[src/hw/rtl/bsc_pkg.sv]
// ----------------------------------------------------------------------------
// Barometric sensor compensation package
// Shared types, constants and arithmetic helpers.
// ----------------------------------------------------------------------------
package bsc_pkg;

    localparam int FRONT_DEPTH = 6;
    localparam int QUEUE_DEPTH = 4;
    localparam int QUEUE_AW    = $clog2(QUEUE_DEPTH);
    localparam int DIV_BITS    = 64;
    localparam int DIV_FIRST   = 12;
    localparam int POST_DIV    = DIV_FIRST + DIV_BITS;
    localparam int BACK_DEPTH  = POST_DIV + 7;

    localparam logic [1:0] CFG_TEMP_TRIM    = 2'd0;
    localparam logic [1:0] CFG_PRESS_TRIM_A = 2'd1;
    localparam logic [1:0] CFG_PRESS_TRIM_B = 2'd2;
    localparam logic [1:0] CFG_PRESS_TRIM_C = 2'd3;

    localparam logic [63:0] FINE_OFFSET = 64'd128000;
    localparam logic [63:0] PRESS_BASE  = 64'd1048576;
    localparam logic [63:0] PRESS_SCALE = 64'd3125;
    localparam logic [63:0] ONE_47      = 64'd1 << 47;

    typedef struct packed {
        logic [15:0] t1;
        logic [15:0] t2;
        logic [15:0] t3;
        logic [15:0] p1;
        logic [15:0] p2;
        logic [15:0] p3;
        logic [15:0] p4;
        logic [15:0] p5;
        logic [15:0] p6;
        logic [15:0] p7;
        logic [15:0] p8;
        logic [15:0] p9;
    } t_trim;

    typedef struct packed {
        logic [31:0] fine;
        logic [31:0] tc;
        logic [19:0] adc_p;
    } t_item;

    typedef struct packed {
        logic  push;
        t_item data;
    } t_qwr;

    typedef struct packed {
        logic  empty;
        t_item data;
    } t_qrd;

    // Partial products of a 64 x 64 multiply, low 64 bits only.
    typedef struct packed {
        logic [63:0] lo;
        logic [31:0] c1;
        logic [31:0] c2;
    } t_pp;

    function automatic logic [63:0] sx16(input logic [15:0] v);
        return {{48{v[15]}}, v};
    endfunction

    function automatic t_pp pp64(input logic [63:0] a, input logic [63:0] b);
        t_pp         r;
        logic [63:0] m1;
        logic [63:0] m2;
        r.lo = a[31:0] * b[31:0];
        m1   = a[63:32] * b[31:0];
        m2   = a[31:0] * b[63:32];
        r.c1 = m1[31:0];
        r.c2 = m2[31:0];
        return r;
    endfunction

    function automatic logic [63:0] pp_sum(input t_pp p);
        logic [31:0] c;
        c = p.c1 + p.c2;
        return p.lo + {c, 32'd0};
    endfunction

endpackage

[src/hw/rtl/bsc_front.sv]
// ----------------------------------------------------------------------------
// Temperature front end
// Accepts samples and runs the 32-bit fine temperature pipeline.
// ----------------------------------------------------------------------------
module bsc_front (
    input  logic           i_clk,
    input  logic           i_rst_n,
    input  bsc_pkg::t_trim i_trim,
    input  logic           i_valid,
    output logic           o_ready,
    input  logic [19:0]    i_raw_temperature,
    input  logic [19:0]    i_raw_pressure,
    input  logic           i_full,
    output bsc_pkg::t_qwr  o_wr
);
    import bsc_pkg::*;

    logic        r_fvld [0:FRONT_DEPTH-1];
    logic [19:0] r_fp   [0:FRONT_DEPTH-1];
    logic [19:0] r_adc_t;
    logic [31:0] r_u;
    logic [31:0] r_d;
    logic [31:0] r_m1;
    logic [31:0] r_dd;
    logic [31:0] r_a;
    logic [31:0] r_m2;
    logic [31:0] r_fine4;
    logic [31:0] r_fine5;
    logic [31:0] r_tc;
    logic        fen;
    logic [31:0] t1w;
    logic [31:0] t2w;
    logic [31:0] t3w;
    logic [31:0] e_w;
    logic [31:0] n_tcraw;

    assign fen     = !r_fvld[FRONT_DEPTH-1] || !i_full;
    assign o_ready = fen;
    assign t1w     = {16'd0, i_trim.t1};
    assign t2w     = {{16{i_trim.t2[15]}}, i_trim.t2};
    assign t3w     = {{16{i_trim.t3[15]}}, i_trim.t3};
    assign e_w     = $signed(r_dd) >>> 12;
    assign n_tcraw = r_fine4 * 32'd5 + 32'd128;

    always_ff @(posedge i_clk) begin
        if (!i_rst_n) begin
            for (int k = 0; k < FRONT_DEPTH; k++) begin
                r_fvld[k] <= 1'b0;
            end
        end else if (fen) begin
            r_fvld[0] <= i_valid;
            for (int k = 1; k < FRONT_DEPTH; k++) begin
                r_fvld[k] <= r_fvld[k-1];
            end
        end
    end

    always_ff @(posedge i_clk) begin
        if (fen) begin
            r_adc_t <= i_raw_temperature;
            r_fp[0] <= i_raw_pressure;
            for (int k = 1; k < FRONT_DEPTH; k++) begin
                r_fp[k] <= r_fp[k-1];
            end
            r_u     <= {15'd0, r_adc_t[19:3]} - {t1w[30:0], 1'b0};
            r_d     <= {16'd0, r_adc_t[19:4]} - t1w;
            r_m1    <= r_u * t2w;
            r_dd    <= r_d * r_d;
            r_a     <= $signed(r_m1) >>> 11;
            r_m2    <= e_w * t3w;
            r_fine4 <= r_a + 32'($signed(r_m2) >>> 14);
            r_fine5 <= r_fine4;
            r_tc    <= $signed(n_tcraw) >>> 8;
        end
    end

    always_comb begin
        o_wr.push       = r_fvld[FRONT_DEPTH-1];
        o_wr.data.fine  = r_fine5;
        o_wr.data.tc    = r_tc;
        o_wr.data.adc_p = r_fp[FRONT_DEPTH-1];
    end

endmodule

[config.mk]
export PLATFORM = sky130hd
export DESIGN_NAME = bsc_front
export DESIGN_NICKNAME = d
export VERILOG_FILES = /design/src/hw/rtl/bsc_pkg.sv /design/src/hw/rtl/bsc_front.sv
export SDC_FILE = /design/constraint.sdc
export NUM_CORES = 2
export LEC_CHECK = 0
export ABC_AREA = 1
export BUFFER_PORTS_ARGS = -buffer_cell sky130_fd_sc_hd__buf_2
export CORE_ASPECT_RATIO = 1.2
export CORE_MARGIN = 2
export CORE_UTILIZATION = 30
export DETAILED_ROUTE_END_ITERATION = 12
export GPL_TIMING_DRIVEN = 0
export PLACE_DENSITY = 0.52
export SLEW_MARGIN = 20
export SYNTH_ARGS = -nofsm -noshare
export SYNTH_HDL_FRONTEND = slang
export SYNTH_SLANG_ARGS = --single-unit
[constraint.sdc]
create_clock -name i_clk -period 13.6 [get_ports i_clk]
set_clock_uncertainty 0.15 [all_clocks]
set_input_delay 1.36 -clock i_clk [delete_from_list [all_inputs] [get_ports i_clk]]
set_output_delay 1.36 -clock i_clk [all_outputs]
set_load 0.02 [all_outputs]
==> flow_summary.toml <==
[cells_and_area]
syn2layout_area_growth_pct = 10.1
fillers = 16600
share_of_layout_cells_above_drive_strength_1 = 0.0583
layout.cells.most_common = "inv_1"
final-seq-area_um2 = 9280
finish.net_count = 6930
final-instance-count-excl-fill = 7564
postLayoutCoreUtil = 0.332
mostFrequentLayoutCells = "inv_1 (1490), nand2_1 (1164), fa_1 (864), ha_1 (389), edfxtp_1 (309)"
multi_input_comb_area_um2 = 31600

[timing]
hold_violations = 0
tns_ns = 0
fin_worst_hold_slack_ns = 0.262
timing_worst_slew_pin_value_ns = 1.08
timing.max_slew.rel_slack = 0.277
timing_max_transition_violations_final = 0
max_freq_mhz = 99.9
timing.final.setup_violations = 0
post-route-min-period_ns = 10.01
fin_crit_sh = 0.736
rsz0062_at_grt = "false"

[grt]
top_usage_layer = "met2"
grtUsageMet2 = 0.329
grt_antenna_before_repair = 6
use_met3 = 0.0200
grtUsageMet1 = 0.207
pin_count_of_the_biggest_net_entering_global_routing = 57
global_route.usage.total = 0.177
grt_overflow_total = 0
grt_first_pass_wirelength_um = 218000
first_global_vias = 37400

[yosys]
synth_edf_count = 309
async_flop_share = 0
synth_cell_types = 52
yosys_warnings = 0
yosysTopAreaCell = "fa_1"
ys.flop_type = "edfxtp_1"
synthesis.area_per_instance_um2 = 9.00
synth.cell_area_um2 = 47200
syn-num-nets = 6736
synth_area_leaders = "fa_1 (37%), edfxtp_1 (20%), inv_1 (12%)"
synthesized_instance_count = 5247
ys_seq_area_frac = 0.197
yosys_register_bits = 309
synthDominantCellAreaShare = 0.366

[floorplanning]
die_h_um = 439
fp.dieW_um = 366
design.die.area_um2 = 161000
core_ar_um2 = 156000
row_count = 159
starting_density_of_the_core = 0.302
floorplan.io_pins = 322

[critical_path]
cp-start-kind = "flip-flop"
reg2reg_slack_ns = 3.59
rr_worst_depth = 26
crit_fanout = 10
r2r-end = "r_dd[31]"
cp.arrival_ns = 10.13
worst-setup-path-type = "reg2reg"
cp-end-kind = "flip-flop"
worst_ep_required_time_ns = 13.72
rr_startpoint = "r_u[30]"

[route]
vias_per_cell = 4.49
route.vias.total = 33900
drt-pass1-iter-count = 6
wl_per_cell_um = 18.4
drtIter0Drc = 1883
detail_route.drc_violations = 0
route.antenna.remaining_nets = 0
routed_wl_um = 139000

[hold_path]
hold-path-endpoint = "r_fp[3][10]"
hold-path-cell-count = 0
hp-start = "r_fp[2][10]"
worst_hold_path_type = "reg2reg"

[cts]
cts.htree.levels = 2
cts_resized = 0
tritoncts_clock_tree = "done"
clk-insertion-delay-late_ns = 0.61
postCtsHoldBufs = 0
post-cts-setup-buffer-count = 0
cts_inserted_buffers = 38
path_clk_slew_ns = 0.06
clk_path_buf_depth = 3
clock-root-buffer = "clkbuf_16"
cts.sinks = 309

[placement]
globalplace.congestion = 0.889
numPlacedInstances = 7494
post-dp-hpwl_um = 118000
io_buffers = 148

[outcome]
outcome = "complete, no violations"

[run]
timing.max_cap.violations = 0
stage by stage:
step / worst slack [ns] / cell area (um2)
after floorplan: 4.14 / 47200
after global placement: 0.127 / 50600
after detailed placement: 3.56 / 50700
after CTS: 3.51 / 52000
after global routing: 3.31 / 52000
final: 3.59 / 52000
layout make-up:
class | instances | share of cell area
antenna | 3 | 0.000144
buffer | 169 | 0.0144
clock buffer | 47 | 0.0189
clock inverter | 20 | 0.00501
inverter | 1495 | 0.108
multi-input combinational | 3274 | 0.607
sequential | 309 | 0.179
tap | 2093 | 0.0504
timing repair buffer | 154 | 0.0173
logic make-up (layout without fill, tap and decap cells):
family,Yosys count,in the layout,synth area share
AOI/OAI and AO/OA,324,324,0.0399
and+or+nand+nor,1564,1564,0.134
other,0,3,0
buffers and inverters,1664,1885,0.135
DFF,309,309,0.197
xor gates and xnor gates,133,133,0.0250
adders and majority gates,1253,1253,0.470
flip-flops by register name, indices dropped and copies added (netlist names):
register,flops
r_a,21
r_fvld,6
r_fine5,22
r_fp,120
r_tc,24
r_m1,21
r_fine4,22
r_m2,18
r_u,18
r_adc_t,17
r_dd,20
layer usage:
| metal | share of wire | wire, um |
|---|---|---|
| met1 | 0.39 | 54800 |
| met2 | 0.52 | 72200 |
| met3 | 0.043 | 6000 |
| met4 | 0.045 | 6200 |
| met5 | 0.00014 | 19 |
synthesized netlist by cell type, drive strengths merged (2+ instances only):
cell / number
a21oi: 149
o311ai: 2
a31oi: 15
o21ai: 83
inv: 1495
a21boi: 3
a211oi: 3
o21a: 6
ha: 389
nand4: 20
o211ai: 14
xor2: 93
a21o: 23
nand2: 1184
buf: 56
or2: 20
edfxtp: 309
nand3: 112
o21bai: 22
nor2: 180
clkbuf: 113
o31ai: 2
fa: 864
xnor2: 40
nand3b: 5
nor3: 30
nor4: 10
worst max path at each step:
stage	startpoint	endpoint	slack (ns)
2_1_floorplan	i_full	r_fvld[0][0]	4.14
3_3_place_gp	i_full	o_ready	0.13
3_5_place_dp	r_u[30]	r_dd[31]	3.56
4_1_cts	r_u[30]	r_dd[31]	3.51
5_1_grt	r_u[30]	r_dd[31]	3.31
6_report	r_u[30]	r_dd[31]	3.59
critical path, cell delays in order (launching register included):
cell,delay [ns]
edfxtp_1,0.32
buf_2,0.33
buf_2,0.34
buf_1,0.69
nand2_1,0.41
fa_1,0.72
inv_1,0.17
ha_1,0.31
inv_1,0.09
xor2_1,0.26
inv_1,0.10
fa_1,0.82
inv_1,0.32
fa_1,0.58
fa_1,0.45
fa_1,0.52
fa_1,0.67
fa_1,0.47
ha_1,0.36
a21oi_1,0.26
nor2_1,0.07
nor2_1,0.14
nor2_1,0.06
nor3_1,0.18
nand3_1,0.43
nand3_1,0.23
nand2_1,0.21
Power is not shown: default switching activity piles up to over one toggle a cycle in this logic, so the estimate is an artifact.
